[config.mk]
export PLATFORM = sky130hd
export DESIGN_NAME = multitouch_event_merger_core
export DESIGN_NICKNAME = d
export VERILOG_FILES = /design/src/rtl/mtem_pkg.sv /design/src/rtl/multitouch_event_merger_core.sv /design/src/rtl/mtem_ram.sv /design/src/rtl/mtem_out_reg.sv
export SDC_FILE = /design/constraint.sdc
export NUM_CORES = 2
export LEC_CHECK = 0
export ABC_CLOCK_PERIOD_IN_PS = 9950
export BUFFER_PORTS_ARGS = -buffer_cell sky130_fd_sc_hd__buf_4
export CAP_MARGIN = 40
export CORE_ASPECT_RATIO = 1.4
export CORE_UTILIZATION = 32
export DETAILED_ROUTE_END_ITERATION = 7
export GPL_ROUTABILITY_DRIVEN = 0
export SYNTH_ARGS = -nofsm -noshare
export SYNTH_HDL_FRONTEND = slang
export SYNTH_HIERARCHICAL = 1
export SYNTH_SLANG_ARGS = --single-unit
[constraint.sdc]
create_clock -name clock -period 9.95 [get_ports clock]
set_clock_uncertainty 0.2 [all_clocks]
set_input_delay 0.995 -clock clock [delete_from_list [all_inputs] [get_ports clock]]
set_output_delay 0.995 -clock clock [all_outputs]
set_load 0.02 [all_outputs]
[src/rtl/mtem_pkg.sv]
// Shared types, event codes and helpers for the multitouch event merger.
// No dependencies; used by every module of the block except mtem_ram.
`default_nettype none

package mtem_pkg;

   // Default sizes
   localparam int TotalSlotsDefault   = 16;
   localparam int InjectDepthDefault  = 32;
   localparam int RealDepthDefault    = 16;
   localparam int TrackingBaseDefault = 6000;

   // Request op codes
   localparam logic [2:0] OP_REAL   = 3'd0;
   localparam logic [2:0] OP_DOWN   = 3'd1;
   localparam logic [2:0] OP_MOVE   = 3'd2;
   localparam logic [2:0] OP_UP     = 3'd3;
   localparam logic [2:0] OP_SUBMIT = 3'd4;

   // Event types and codes
   localparam logic [4:0] EV_SYN    = 5'd0;
   localparam logic [4:0] EV_ABS    = 5'd3;
   localparam logic [9:0] C_REPORT  = 10'd0;
   localparam logic [9:0] C_SLOT    = 10'd47;
   localparam logic [9:0] C_TRACK   = 10'd57;
   localparam logic [9:0] C_PX      = 10'd53;
   localparam logic [9:0] C_PY      = 10'd54;

   // Cache entry kinds
   localparam logic [1:0] KIND_SLOT  = 2'd0;
   localparam logic [1:0] KIND_TRACK = 2'd1;
   localparam logic [1:0] KIND_PX    = 2'd2;
   localparam logic [1:0] KIND_PY    = 2'd3;

   localparam int InjWidth  = 34;  // {kind, value}
   localparam int RealWidth = 47;  // {type, code, value}

   typedef enum logic [1:0] {
      ST_IDLE,
      ST_PUSH,
      ST_FLUSH,
      ST_TAIL
   } state_type;

   typedef struct packed {
      logic [4:0]  out_type;
      logic [9:0]  out_code;
      logic [31:0] out_value;
      logic        last_of_run;
      logic        dropped_flag;
   } rsp_item_type;

   function automatic logic [9:0] kind_code(input logic [1:0] kind);
      logic [9:0] code;
      case (kind)
         KIND_SLOT:  code = C_SLOT;
         KIND_TRACK: code = C_TRACK;
         KIND_PX:    code = C_PX;
         KIND_PY:    code = C_PY;
         default:    code = C_SLOT;
      endcase
      return code;
   endfunction

endpackage

`default_nettype wire

[src/rtl/multitouch_event_merger_core.sv]
// Top level of the multitouch event merger: control, slot state, two buffers.
// Depends on mtem_pkg, mtem_ram and mtem_out_reg.
`default_nettype none

// Merges real device events and injected virtual-finger commands into one
// protocol B event stream. For real events (op 0), absolute-axis events while
// the real slot is above forward_slot_limit are dropped, others go into the
// real frame buffer, and a sync report flushes the buffer followed by the
// report itself. Down, move and up (ops 1-3) address virtual slot
// forward_slot_limit + 1 + slot and write their slot-select, tracking-id and
// position events into the inject cache one entry per cycle. Submit (op 4)
// drains the cache and appends sync, real-slot restore and sync. Both buffers
// are simple dual-port RAMs with a registered read; a flush puts out one result
// per cycle while rsp_ready stays high, and the block takes no new request
// until the last result of the flush is in the output register. A full buffer
// drops events and flags every result of the next flush of that buffer.
// The buffers need no clearing pass after reset: entries are only read below
// their fill count. forward_slot_limit is written through csr_wr_en /
// csr_wr_data and must only change while the block is idle.

module multitouch_event_merger_core #(
   parameter int TOTAL_SLOTS   = mtem_pkg::TotalSlotsDefault,
   parameter int INJECT_DEPTH  = mtem_pkg::InjectDepthDefault,
   parameter int REAL_DEPTH    = mtem_pkg::RealDepthDefault,
   parameter int TRACKING_BASE = mtem_pkg::TrackingBaseDefault
) (
   input  wire logic               clock,
   input  wire logic               reset,
   // request channel
   input  wire logic               req_valid,
   output logic                    req_ready,
   input  wire logic [2:0]         req_op,
   input  wire logic [3:0]         req_slot,
   input  wire logic [15:0]        req_x_pos,
   input  wire logic [15:0]        req_y_pos,
   input  wire logic [4:0]         req_ev_type,
   input  wire logic [9:0]         req_ev_code,
   input  wire logic signed [31:0] req_ev_value,
   // result channel
   output logic                    rsp_valid,
   input  wire logic               rsp_ready,
   output logic [4:0]              rsp_out_type,
   output logic [9:0]              rsp_out_code,
   output logic signed [31:0]      rsp_out_value,
   output logic                    rsp_last_of_run,
   output logic                    rsp_dropped_flag,
   // configuration
   input  wire logic               csr_wr_en,
   input  wire logic [3:0]         csr_wr_data
);

   localparam int SLOT_W = $clog2(TOTAL_SLOTS);
   localparam int SEL_W  = (SLOT_W > 5) ? SLOT_W : 5;
   localparam int IA_W   = $clog2(INJECT_DEPTH);
   localparam int RA_W   = $clog2(REAL_DEPTH);
   localparam int IC_W   = $clog2(INJECT_DEPTH + 1);
   localparam int RC_W   = $clog2(REAL_DEPTH + 1);
   localparam int FL_W   = (IC_W > RC_W) ? IC_W : RC_W;

   // tail steps of a submit flush
   localparam logic [1:0] TAIL_SYNC0   = 2'd0;
   localparam logic [1:0] TAIL_RESTORE = 2'd1;
   localparam logic [1:0] TAIL_SYNC1   = 2'd2;

   // ---------------- state ----------------
   mtem_pkg::state_type     state_ff, state_in;
   logic [3:0]              limit_ff;
   logic [TOTAL_SLOTS-1:0]  mask_ff, mask_in;
   logic                    sel_valid_ff, sel_valid_in;   // cache slot select, invalid = none
   logic [SEL_W-1:0]        sel_ff, sel_in;
   logic [31:0]             real_slot_ff, real_slot_in;
   logic [IC_W-1:0]         inj_count_ff, inj_count_in;
   logic [RC_W-1:0]         real_count_ff, real_count_in;
   logic [1:0]              ovf_ff, ovf_in;                // [0] inject, [1] real

   // per-item working registers
   logic [3:0]              plan_ff, plan_in;              // cache kinds still to write
   logic                    up_ff, up_in;
   logic [4:0]              sl_ff, sl_in;
   logic [15:0]             x_ff, x_in;
   logic [15:0]             y_ff, y_in;
   logic [31:0]             tail_val_ff, tail_val_in;
   logic                    src_inj_ff, src_inj_in;
   logic                    drop_ff, drop_in;
   logic [FL_W-1:0]         len_ff, len_in;
   logic [FL_W-1:0]         idx_ff, idx_in;
   logic [1:0]              tail_idx_ff, tail_idx_in;

   // ---------------- memory ports ----------------
   logic                    inj_we, inj_re;
   logic [IA_W-1:0]         inj_waddr, inj_raddr;
   logic [mtem_pkg::InjWidth-1:0]  inj_wdata, inj_rdata;
   logic                    real_we, real_re;
   logic [RA_W-1:0]         real_waddr, real_raddr;
   logic [mtem_pkg::RealWidth-1:0] real_wdata, real_rdata;

   // ---------------- output side ----------------
   logic                    out_push;
   logic                    out_free;
   mtem_pkg::rsp_item_type  out_item;

   // ---------------- decode helpers ----------------
   logic                    accept;
   logic [4:0]              sl_c;
   logic                    sl_ok;
   logic [SLOT_W-1:0]       sl_idx;
   logic                    finger_is_down;
   logic                    sel_match;
   logic [31:0]             new_slot;
   logic                    is_report;
   logic                    keep_real;
   logic [1:0]              kind;
   logic [31:0]             kind_val;
   logic [FL_W-1:0]         idx_next;

   assign req_ready = (state_ff == mtem_pkg::ST_IDLE);
   assign accept    = req_valid && req_ready;

   assign sl_c      = {1'b0, limit_ff} + {1'b0, req_slot} + 5'd1;
   assign sl_ok     = ({2'b00, sl_c} < 7'(TOTAL_SLOTS));
   assign sl_idx    = SLOT_W'(sl_c);
   assign finger_is_down = sl_ok && mask_ff[sl_idx];
   assign sel_match = sel_valid_ff && (sel_ff == SEL_W'(sl_c));

   assign is_report = (req_ev_type == mtem_pkg::EV_SYN) && (req_ev_code == mtem_pkg::C_REPORT);
   assign new_slot  = ((req_ev_type == mtem_pkg::EV_ABS) && (req_ev_code == mtem_pkg::C_SLOT))
                      ? req_ev_value : real_slot_ff;
   // axis events of a real slot above the limit are not forwarded
   assign keep_real = !((req_ev_type == mtem_pkg::EV_ABS)
                        && ($signed(new_slot) > $signed({28'd0, limit_ff})));

   assign idx_next  = idx_ff + FL_W'(1);

   // next cache kind: lowest pending bit of the plan
   always_comb begin
      if (plan_ff[0]) begin
         kind = mtem_pkg::KIND_SLOT;
      end else if (plan_ff[1]) begin
         kind = mtem_pkg::KIND_TRACK;
      end else if (plan_ff[2]) begin
         kind = mtem_pkg::KIND_PX;
      end else begin
         kind = mtem_pkg::KIND_PY;
      end
   end

   always_comb begin
      case (kind)
         mtem_pkg::KIND_SLOT:  kind_val = {27'd0, sl_ff};
         mtem_pkg::KIND_TRACK: kind_val = up_ff ? 32'hFFFF_FFFF
                                                : 32'(TRACKING_BASE) + {27'd0, sl_ff};
         mtem_pkg::KIND_PX:    kind_val = {16'd0, x_ff};
         mtem_pkg::KIND_PY:    kind_val = {16'd0, y_ff};
         default:              kind_val = {27'd0, sl_ff};
      endcase
   end

   // ---------------- control ----------------
   always_comb begin
      state_in      = state_ff;
      mask_in       = mask_ff;
      sel_valid_in  = sel_valid_ff;
      sel_in        = sel_ff;
      real_slot_in  = real_slot_ff;
      inj_count_in  = inj_count_ff;
      real_count_in = real_count_ff;
      ovf_in        = ovf_ff;
      plan_in       = plan_ff;
      up_in         = up_ff;
      sl_in         = sl_ff;
      x_in          = x_ff;
      y_in          = y_ff;
      tail_val_in   = tail_val_ff;
      src_inj_in    = src_inj_ff;
      drop_in       = drop_ff;
      len_in        = len_ff;
      idx_in        = idx_ff;
      tail_idx_in   = tail_idx_ff;

      inj_we     = 1'b0;
      inj_waddr  = IA_W'(inj_count_ff);
      inj_wdata  = {kind, kind_val};
      inj_re     = 1'b0;
      inj_raddr  = IA_W'(idx_ff);
      real_we    = 1'b0;
      real_waddr = RA_W'(real_count_ff);
      real_wdata = {req_ev_type, req_ev_code, req_ev_value};
      real_re    = 1'b0;
      real_raddr = RA_W'(idx_ff);

      out_push = 1'b0;
      out_item = '0;

      case (state_ff)
         mtem_pkg::ST_IDLE: begin
            if (accept) begin
               sl_in       = sl_c;
               x_in        = req_x_pos;
               y_in        = req_y_pos;
               tail_val_in = req_ev_value;
               idx_in      = '0;
               tail_idx_in = TAIL_SYNC0;
               case (req_op)
                  mtem_pkg::OP_REAL: begin
                     real_slot_in = new_slot;
                     if (is_report) begin
                        drop_in       = ovf_ff[1];
                        ovf_in[1]     = 1'b0;
                        src_inj_in    = 1'b0;
                        len_in        = FL_W'(real_count_ff);
                        real_count_in = '0;
                        if (real_count_ff != '0) begin
                           real_re    = 1'b1;
                           real_raddr = '0;
                           state_in   = mtem_pkg::ST_FLUSH;
                        end else begin
                           state_in   = mtem_pkg::ST_TAIL;
                        end
                     end else if (keep_real || (req_ev_type == mtem_pkg::EV_SYN)) begin
                        if (real_count_ff >= RC_W'(REAL_DEPTH)) begin
                           ovf_in[1] = 1'b1;
                        end else begin
                           real_we       = 1'b1;
                           real_count_in = real_count_ff + RC_W'(1);
                        end
                     end
                  end
                  mtem_pkg::OP_SUBMIT: begin
                     if (inj_count_ff != '0) begin
                        drop_in      = ovf_ff[0];
                        ovf_in[0]    = 1'b0;
                        src_inj_in   = 1'b1;
                        len_in       = FL_W'(inj_count_ff);
                        inj_count_in = '0;
                        inj_re       = 1'b1;
                        inj_raddr    = '0;
                        state_in     = mtem_pkg::ST_FLUSH;
                        // selection falls back to the real slot
                        sel_valid_in = !real_slot_ff[31]
                                       && (real_slot_ff < 32'(TOTAL_SLOTS));
                        sel_in       = SEL_W'(real_slot_ff);
                     end
                  end
                  mtem_pkg::OP_DOWN: begin
                     if (sl_ok && !finger_is_down) begin
                        plan_in         = 4'b1111;
                        up_in           = 1'b0;
                        sel_valid_in    = 1'b1;
                        sel_in          = SEL_W'(sl_c);
                        mask_in[sl_idx] = 1'b1;
                        state_in        = mtem_pkg::ST_PUSH;
                     end
                  end
                  mtem_pkg::OP_MOVE: begin
                     if (finger_is_down) begin
                        plan_in      = {2'b11, 1'b0, !sel_match};
                        up_in        = 1'b0;
                        sel_valid_in = 1'b1;
                        sel_in       = SEL_W'(sl_c);
                        state_in     = mtem_pkg::ST_PUSH;
                     end
                  end
                  mtem_pkg::OP_UP: begin
                     if (finger_is_down) begin
                        plan_in         = {2'b00, 1'b1, !sel_match};
                        up_in           = 1'b1;
                        sel_valid_in    = 1'b0;
                        mask_in[sl_idx] = 1'b0;
                        state_in        = mtem_pkg::ST_PUSH;
                     end
                  end
                  default: begin
                  end
               endcase
            end
         end

         mtem_pkg::ST_PUSH: begin
            // one cache entry per cycle; a full cache drops it
            if (inj_count_ff >= IC_W'(INJECT_DEPTH)) begin
               ovf_in[0] = 1'b1;
            end else begin
               inj_we       = 1'b1;
               inj_count_in = inj_count_ff + IC_W'(1);
            end
            plan_in = plan_ff & (plan_ff - 4'd1);
            if ((plan_ff & (plan_ff - 4'd1)) == 4'd0) begin
               state_in = mtem_pkg::ST_IDLE;
            end
         end

         mtem_pkg::ST_FLUSH: begin
            // read data of entry idx is valid; next read overlaps the transfer
            if (out_free) begin
               out_push = 1'b1;
               if (src_inj_ff) begin
                  out_item.out_type  = mtem_pkg::EV_ABS;
                  out_item.out_code  = mtem_pkg::kind_code(inj_rdata[33:32]);
                  out_item.out_value = inj_rdata[31:0];
               end else begin
                  out_item.out_type  = real_rdata[46:42];
                  out_item.out_code  = real_rdata[41:32];
                  out_item.out_value = real_rdata[31:0];
               end
               out_item.dropped_flag = drop_ff;
               if (idx_next < len_ff) begin
                  idx_in     = idx_next;
                  inj_re     = src_inj_ff;
                  inj_raddr  = IA_W'(idx_next);
                  real_re    = !src_inj_ff;
                  real_raddr = RA_W'(idx_next);
               end else begin
                  state_in = mtem_pkg::ST_TAIL;
               end
            end
         end

         mtem_pkg::ST_TAIL: begin
            if (out_free) begin
               out_push              = 1'b1;
               out_item.dropped_flag = drop_ff;
               tail_idx_in           = tail_idx_ff + 2'd1;
               if (!src_inj_ff) begin
                  out_item.out_type    = mtem_pkg::EV_SYN;
                  out_item.out_code    = mtem_pkg::C_REPORT;
                  out_item.out_value   = tail_val_ff;
                  out_item.last_of_run = 1'b1;
                  state_in             = mtem_pkg::ST_IDLE;
               end else begin
                  case (tail_idx_ff)
                     TAIL_RESTORE: begin
                        out_item.out_type  = mtem_pkg::EV_ABS;
                        out_item.out_code  = mtem_pkg::C_SLOT;
                        out_item.out_value = real_slot_ff;
                     end
                     TAIL_SYNC1: begin
                        out_item.out_type    = mtem_pkg::EV_SYN;
                        out_item.out_code    = mtem_pkg::C_REPORT;
                        out_item.last_of_run = 1'b1;
                        state_in             = mtem_pkg::ST_IDLE;
                     end
                     default: begin
                        out_item.out_type = mtem_pkg::EV_SYN;
                        out_item.out_code = mtem_pkg::C_REPORT;
                     end
                  endcase
               end
            end
         end

         default: begin
            state_in = mtem_pkg::ST_IDLE;
         end
      endcase
   end

   // ---------------- registers ----------------
   always_ff @(posedge clock) begin
      if (reset) begin
         state_ff      <= mtem_pkg::ST_IDLE;
         limit_ff      <= 4'd0;
         mask_ff       <= '0;
         sel_valid_ff  <= 1'b0;
         sel_ff        <= '0;
         real_slot_ff  <= 32'd0;
         inj_count_ff  <= '0;
         real_count_ff <= '0;
         ovf_ff        <= 2'b00;
         plan_ff       <= 4'd0;
      end else begin
         state_ff      <= state_in;
         if (csr_wr_en) begin
            limit_ff <= csr_wr_data;
         end
         mask_ff       <= mask_in;
         sel_valid_ff  <= sel_valid_in;
         sel_ff        <= sel_in;
         real_slot_ff  <= real_slot_in;
         inj_count_ff  <= inj_count_in;
         real_count_ff <= real_count_in;
         ovf_ff        <= ovf_in;
         plan_ff       <= plan_in;
      end
   end

   // working payload, no reset
   always_ff @(posedge clock) begin
      up_ff       <= up_in;
      sl_ff       <= sl_in;
      x_ff        <= x_in;
      y_ff        <= y_in;
      tail_val_ff <= tail_val_in;
      src_inj_ff  <= src_inj_in;
      drop_ff     <= drop_in;
      len_ff      <= len_in;
      idx_ff      <= idx_in;
      tail_idx_ff <= tail_idx_in;
   end

   // ---------------- buffers ----------------
   // Writes happen only in IDLE/PUSH and reads only at the start of or in FLUSH,
   // never beside a write, so the same entry is never written and read in one cycle.
   mtem_ram #(
      .WIDTH (mtem_pkg::InjWidth),
      .DEPTH (INJECT_DEPTH)
   ) u_inj_ram (
      .clock   (clock),
      .wr_en   (inj_we),
      .wr_addr (inj_waddr),
      .wr_data (inj_wdata),
      .rd_en   (inj_re),
      .rd_addr (inj_raddr),
      .rd_data (inj_rdata)
   );

   mtem_ram #(
      .WIDTH (mtem_pkg::RealWidth),
      .DEPTH (REAL_DEPTH)
   ) u_real_ram (
      .clock   (clock),
      .wr_en   (real_we),
      .wr_addr (real_waddr),
      .wr_data (real_wdata),
      .rd_en   (real_re),
      .rd_addr (real_raddr),
      .rd_data (real_rdata)
   );

   // ---------------- result register ----------------
   mtem_out_reg u_out (
      .clock            (clock),
      .reset            (reset),
      .push             (out_push),
      .item             (out_item),
      .free             (out_free),
      .rsp_valid        (rsp_valid),
      .rsp_ready        (rsp_ready),
      .rsp_out_type     (rsp_out_type),
      .rsp_out_code     (rsp_out_code),
      .rsp_out_value    (rsp_out_value),
      .rsp_last_of_run  (rsp_last_of_run),
      .rsp_dropped_flag (rsp_dropped_flag)
   );

endmodule

`default_nettype wire

[src/rtl/mtem_ram.sv]
// Simple dual-port synchronous RAM, one write and one registered read port.
// Depends on nothing; holds the injected cache and the real frame buffer.
`default_nettype none

module mtem_ram #(
   parameter int WIDTH = 34,
   parameter int DEPTH = 32
) (
   input  wire logic                     clock,
   input  wire logic                     wr_en,
   input  wire logic [$clog2(DEPTH)-1:0] wr_addr,
   input  wire logic [WIDTH-1:0]         wr_data,
   input  wire logic                     rd_en,
   input  wire logic [$clog2(DEPTH)-1:0] rd_addr,
   output logic      [WIDTH-1:0]         rd_data
);

   logic [WIDTH-1:0] mem [DEPTH];
   logic [WIDTH-1:0] rd_data_ff;

   always_ff @(posedge clock) begin
      if (wr_en) begin
         mem[wr_addr] <= wr_data;
      end
      if (rd_en) begin
         rd_data_ff <= mem[rd_addr];
      end
   end

   assign rd_data = rd_data_ff;

endmodule

`default_nettype wire

[src/rtl/mtem_out_reg.sv]
// Output register for the result channel; decouples flushes from rsp_ready.
// Depends on mtem_pkg (rsp_item_type).
`default_nettype none

module mtem_out_reg (
   input  wire logic                  clock,
   input  wire logic                  reset,
   input  wire logic                  push,
   input  wire mtem_pkg::rsp_item_type item,
   output logic                       free,
   output logic                       rsp_valid,
   input  wire logic                  rsp_ready,
   output logic [4:0]                 rsp_out_type,
   output logic [9:0]                 rsp_out_code,
   output logic signed [31:0]         rsp_out_value,
   output logic                       rsp_last_of_run,
   output logic                       rsp_dropped_flag
);

   logic                  valid_ff;
   logic                  valid_in;
   mtem_pkg::rsp_item_type item_ff;

   assign free = !valid_ff || rsp_ready;

   always_comb begin
      valid_in = valid_ff;
      if (push) begin
         valid_in = 1'b1;
      end else if (rsp_ready) begin
         valid_in = 1'b0;
      end
   end

   always_ff @(posedge clock) begin
      if (reset) begin
         valid_ff <= 1'b0;
      end else begin
         valid_ff <= valid_in;
      end
   end

   always_ff @(posedge clock) begin
      if (push) begin
         item_ff <= item;
      end
   end

   assign rsp_valid        = valid_ff;
   assign rsp_out_type     = item_ff.out_type;
   assign rsp_out_code     = item_ff.out_code;
   assign rsp_out_value    = $signed(item_ff.out_value);
   assign rsp_last_of_run  = item_ff.last_of_run;
   assign rsp_dropped_flag = item_ff.dropped_flag;

endmodule

`default_nettype wire

==> flow_summary.yaml <==
detailed_routing:
  met2WireLength_um: 114000
  drt_iter0_drc: 4006
  wl_met1_um: 82400
  wl_met3_um: 11000
  wire_per_inst_um: 25.1
  top_layer_used: "met5"
  antenna_left: 0
  vias_per_cell: 5.11
  drcViolationCount: 0
  drt-pass1-iter-count: 7
  via_count: 43626
  finalWirelength_um: 214000
status:
  outcome: "finished clean"
clock_tree:
  root_buffer: "clkbuf_16"
  cts_resized: 0
  insertion_delay_ns: 0.87
  cts_hold_buf: 0
  postCtsSetupBuffers: 0
  cts_inserted_buffers: 199
  cts.reportedPaths.clkPinSlew_ns: 0.06
  htreeDepth: 4
  clock_sinks: 2134
  cts_tree: "built"
  clock_path_buffers: 3
layout:
  nets: 5021
  syn_to_final_growth_pct: 15.0
  fin_util_pct: 37.1
  fin_area_um2: 96100
  layout-drive-gt1-share_pct: 17.2
place:
  dpl_worst_slack_ns: 2.73
  io_buffers: 145
  placed_area_um2: 89600
  dp_hpwl_um: 122000
timing:
  tns_ns: 0
  fmax_mhz: 158
  post-route-period-util_pct: 63.7
  tightest_slew_ns: 1.06
  finalSetupViolCount: 0
  rsz0062_at_grt: "no"
  slew_headroom_pct: 29.0
  drv_slew: 0
  layout_min_cycle_time_ns: 6.34
  setup_ws_ns: 3.61
  hold_viol: 0
worst_setup_path:
  crit_type: "primary input to flop"
  cpMostUsedCell: "o21a_1"
  crit_fanout: 24
  critPathLaunchType: "primary input"
  critPathSlowestCell: "nor2_4"
  crit_arrival_ns: 6.64
  cp_cell_sequence: "buf_4, nor3_1, and3_1, nand4_1, mux2_2, ha_1, nor2b_1, o21a_1, o21a_1, o21a_1, o211ai_1, nand3_1, inv_1, or3b_2, nor2_4, buf_4"
  required_ns: 10.25
  cp-end-kind: "flop"
  crit_path_max_incr_delay_ns: 0.69
floorplan:
  rows: 221
  boundaryPins: 146
  dieArea_um2: 263000
  fp.dieW_um: 434
  dieHeight_um: 607
  initial_core_util_pct: 32.2
  core_um2: 259000
global_routing:
  grt_use_total_pct: 16.0
  grt.overflow.total: 0
  antenna_found_initial: 11
  grt_pass1_wl_um: 308000
  grt_max_degree: 203
  first_global_vias: 44464
synth:
  synth_top_flop_cell: "edfxtp_1"
  yosysMostFrequentCell: "edfxtp_1"
  synth-simple-area-share_pct: 4.20
  synth_top_family_by_area: "multiplexers"
  synth-adder-area-share_pct: 0.380
  synth_xor_area_share_pct: 0.208
  synthCells: 4672
  synth_common_cells: "edfxtp_1, mux2i_1, nand2_1, a22oi_1, a21oi_1"
  yosys.cell_types.count: 70
  avgSynthCellArea_um2: 17.9
  yosysTopAreaCell: "edfxtp_1"
  synth-edff-count: 2056
  yosysSeqAreaShare_pct: 75.7
  syn_nets: 4791
  synth_mux_area_share_pct: 12.7
  yosysTopAreaCellShare_pct: 73.8
  ys_async_sr_fraction_pct: 0
  synth-compound-area-share_pct: 4.84
  synth_area_um2: 83600
  ys_warn_count: 6
  synth_seq_cells: 2134
  synth_area_leaders: "edfxtp_1, mux2i_1, mux4_2"
min_path:
  hold_path.class: "primary input to flop"
pwr:
  irDropWorstVdd_mv: 0.201
  p_leak_uw: 0.0308
  power_uw: 20800
  power_density_nw_per_um2: 216
job:
  maxCapViolations: 0
[worst paths after layout]
kind | from | to | slack, ns | cells after the start
hold / removal | req_y_pos[0] | y_ff[0]$_DFFE_PP_ | 0.12 | 1
hold reg to reg | real_slot_ff[26]$_SDFFE_PP0P_ | real_slot_ff[26]$_SDFFE_PP0P_ | 0.27 | 2
setup reg to reg | idx_ff[0]$_SDFFCE_PN0P_ | u_real_ram/rd_data[18]$_DFFE_PP_ | 3.75 | 15
setup / recovery | req_ev_type[3] | u_real_ram/mem[1][9]$_DFFE_PP_ | 3.61 | 16
[where the power goes]
group / total (uW) / leakage, uW / internal, uW / switching (uW)
Clock: 7620 / 0.00317 / 4260 / 3360
Sequential: 10200 / 0.0189 / 10100 / 62.1
Combinational: 2970 / 0.00874 / 1110 / 1860
[per-stage QoR]
| stage | cells | hold WS (ns) |
|---|---|---|
| after detailed placement | 8156 | 0.261 |
| after global placement | 8129 | 0.258 |
| after CTS | 8525 | 0.0542 |
| after floorplan | 4672 | 0.249 |
| final | 8532 | 0.116 |
| after global routing | 8526 | 0.0805 |
[routing by layer]
metal	GRT usage [%]	vias up
met5	0	-
met4	5.22	12
met3	2.34	346
met2	29.2	1289
met1	19.1	22881
li1	-	19098
[final cells by class]
| class | count | area (um^2) |
|---|---|---|
| fillers | 23926 | 163000 |
| flip-flops and latches | 2134 | 63300 |
| multi-input cells | 2233 | 19200 |
| clock buffers | 247 | 5240 |
| well taps | 3456 | 4320 |
| repair buffers | 292 | 2590 |
| clock inverters | 122 | 1280 |
| inverters | 42 | 168 |
| diodes | 6 | 15.0 |
[critical path, delay by kind of cell]
| kind | cells | cell delay (ns) |
|---|---|---|
| AOI/OAI and AO/OA | 4 | 0.95 |
| adders and majority gates | 1 | 0.29 |
| buffers and inverters | 3 | 0.89 |
| muxes | 1 | 0.46 |
| and+or+nand+nor | 7 | 3.01 |
[flip-flops by register name, summed over array words and instances, names as in the netlist, 16 cells and up, named ones only]
| signal | flops |
|---|---|
| u_out/rsp_out_value | 32 |
| u_inj_ram/mem | 1088 |
| x_ff | 16 |
| u_real_ram/mem | 752 |
| u_inj_ram/rd_data | 34 |
| y_ff | 16 |
| tail_val_ff | 32 |
| real_slot_ff | 32 |
| u_real_ram/rd_data | 47 |
[cell families (layout without fill, tap and decap cells)]
kind of cell	Yosys count	count (layout)
buf+inv	305	703
flops	2134	2134
compound gates	610	610
mux	823	823
other cells	0	6
xor+xnor	19	19
fa+ha+maj	25	25
simple gates	756	756
[placed cells by master, fill, tap and decap left out, types with 14 or more instances in the layout]
cell	Yosys	routed
edfxtp_1	2056	2056
mux2i_1	626	626
nand2_1	270	269
buf_4	31	258
clkbuf_16	0	200
a22oi_1	197	197
mux4_2	188	188
a21oi_1	190	184
nand3_1	124	124
nor2_1	156	109
dfxtp_1	78	77
a22o_1	72	71
nor3_1	68	63
o21ai_0	54	51
clkinv_1	1	47
nor2_4	1	46
clkbuf_1	118	41
inv_1	41	38
a31oi_1	38	38
clkinv_2	0	36
nand4_1	25	25
ha_1	23	23
bufinv_16	0	19
nor4_1	15	15
nand3b_1	14	14
Power figures use the tool's default switching activity.
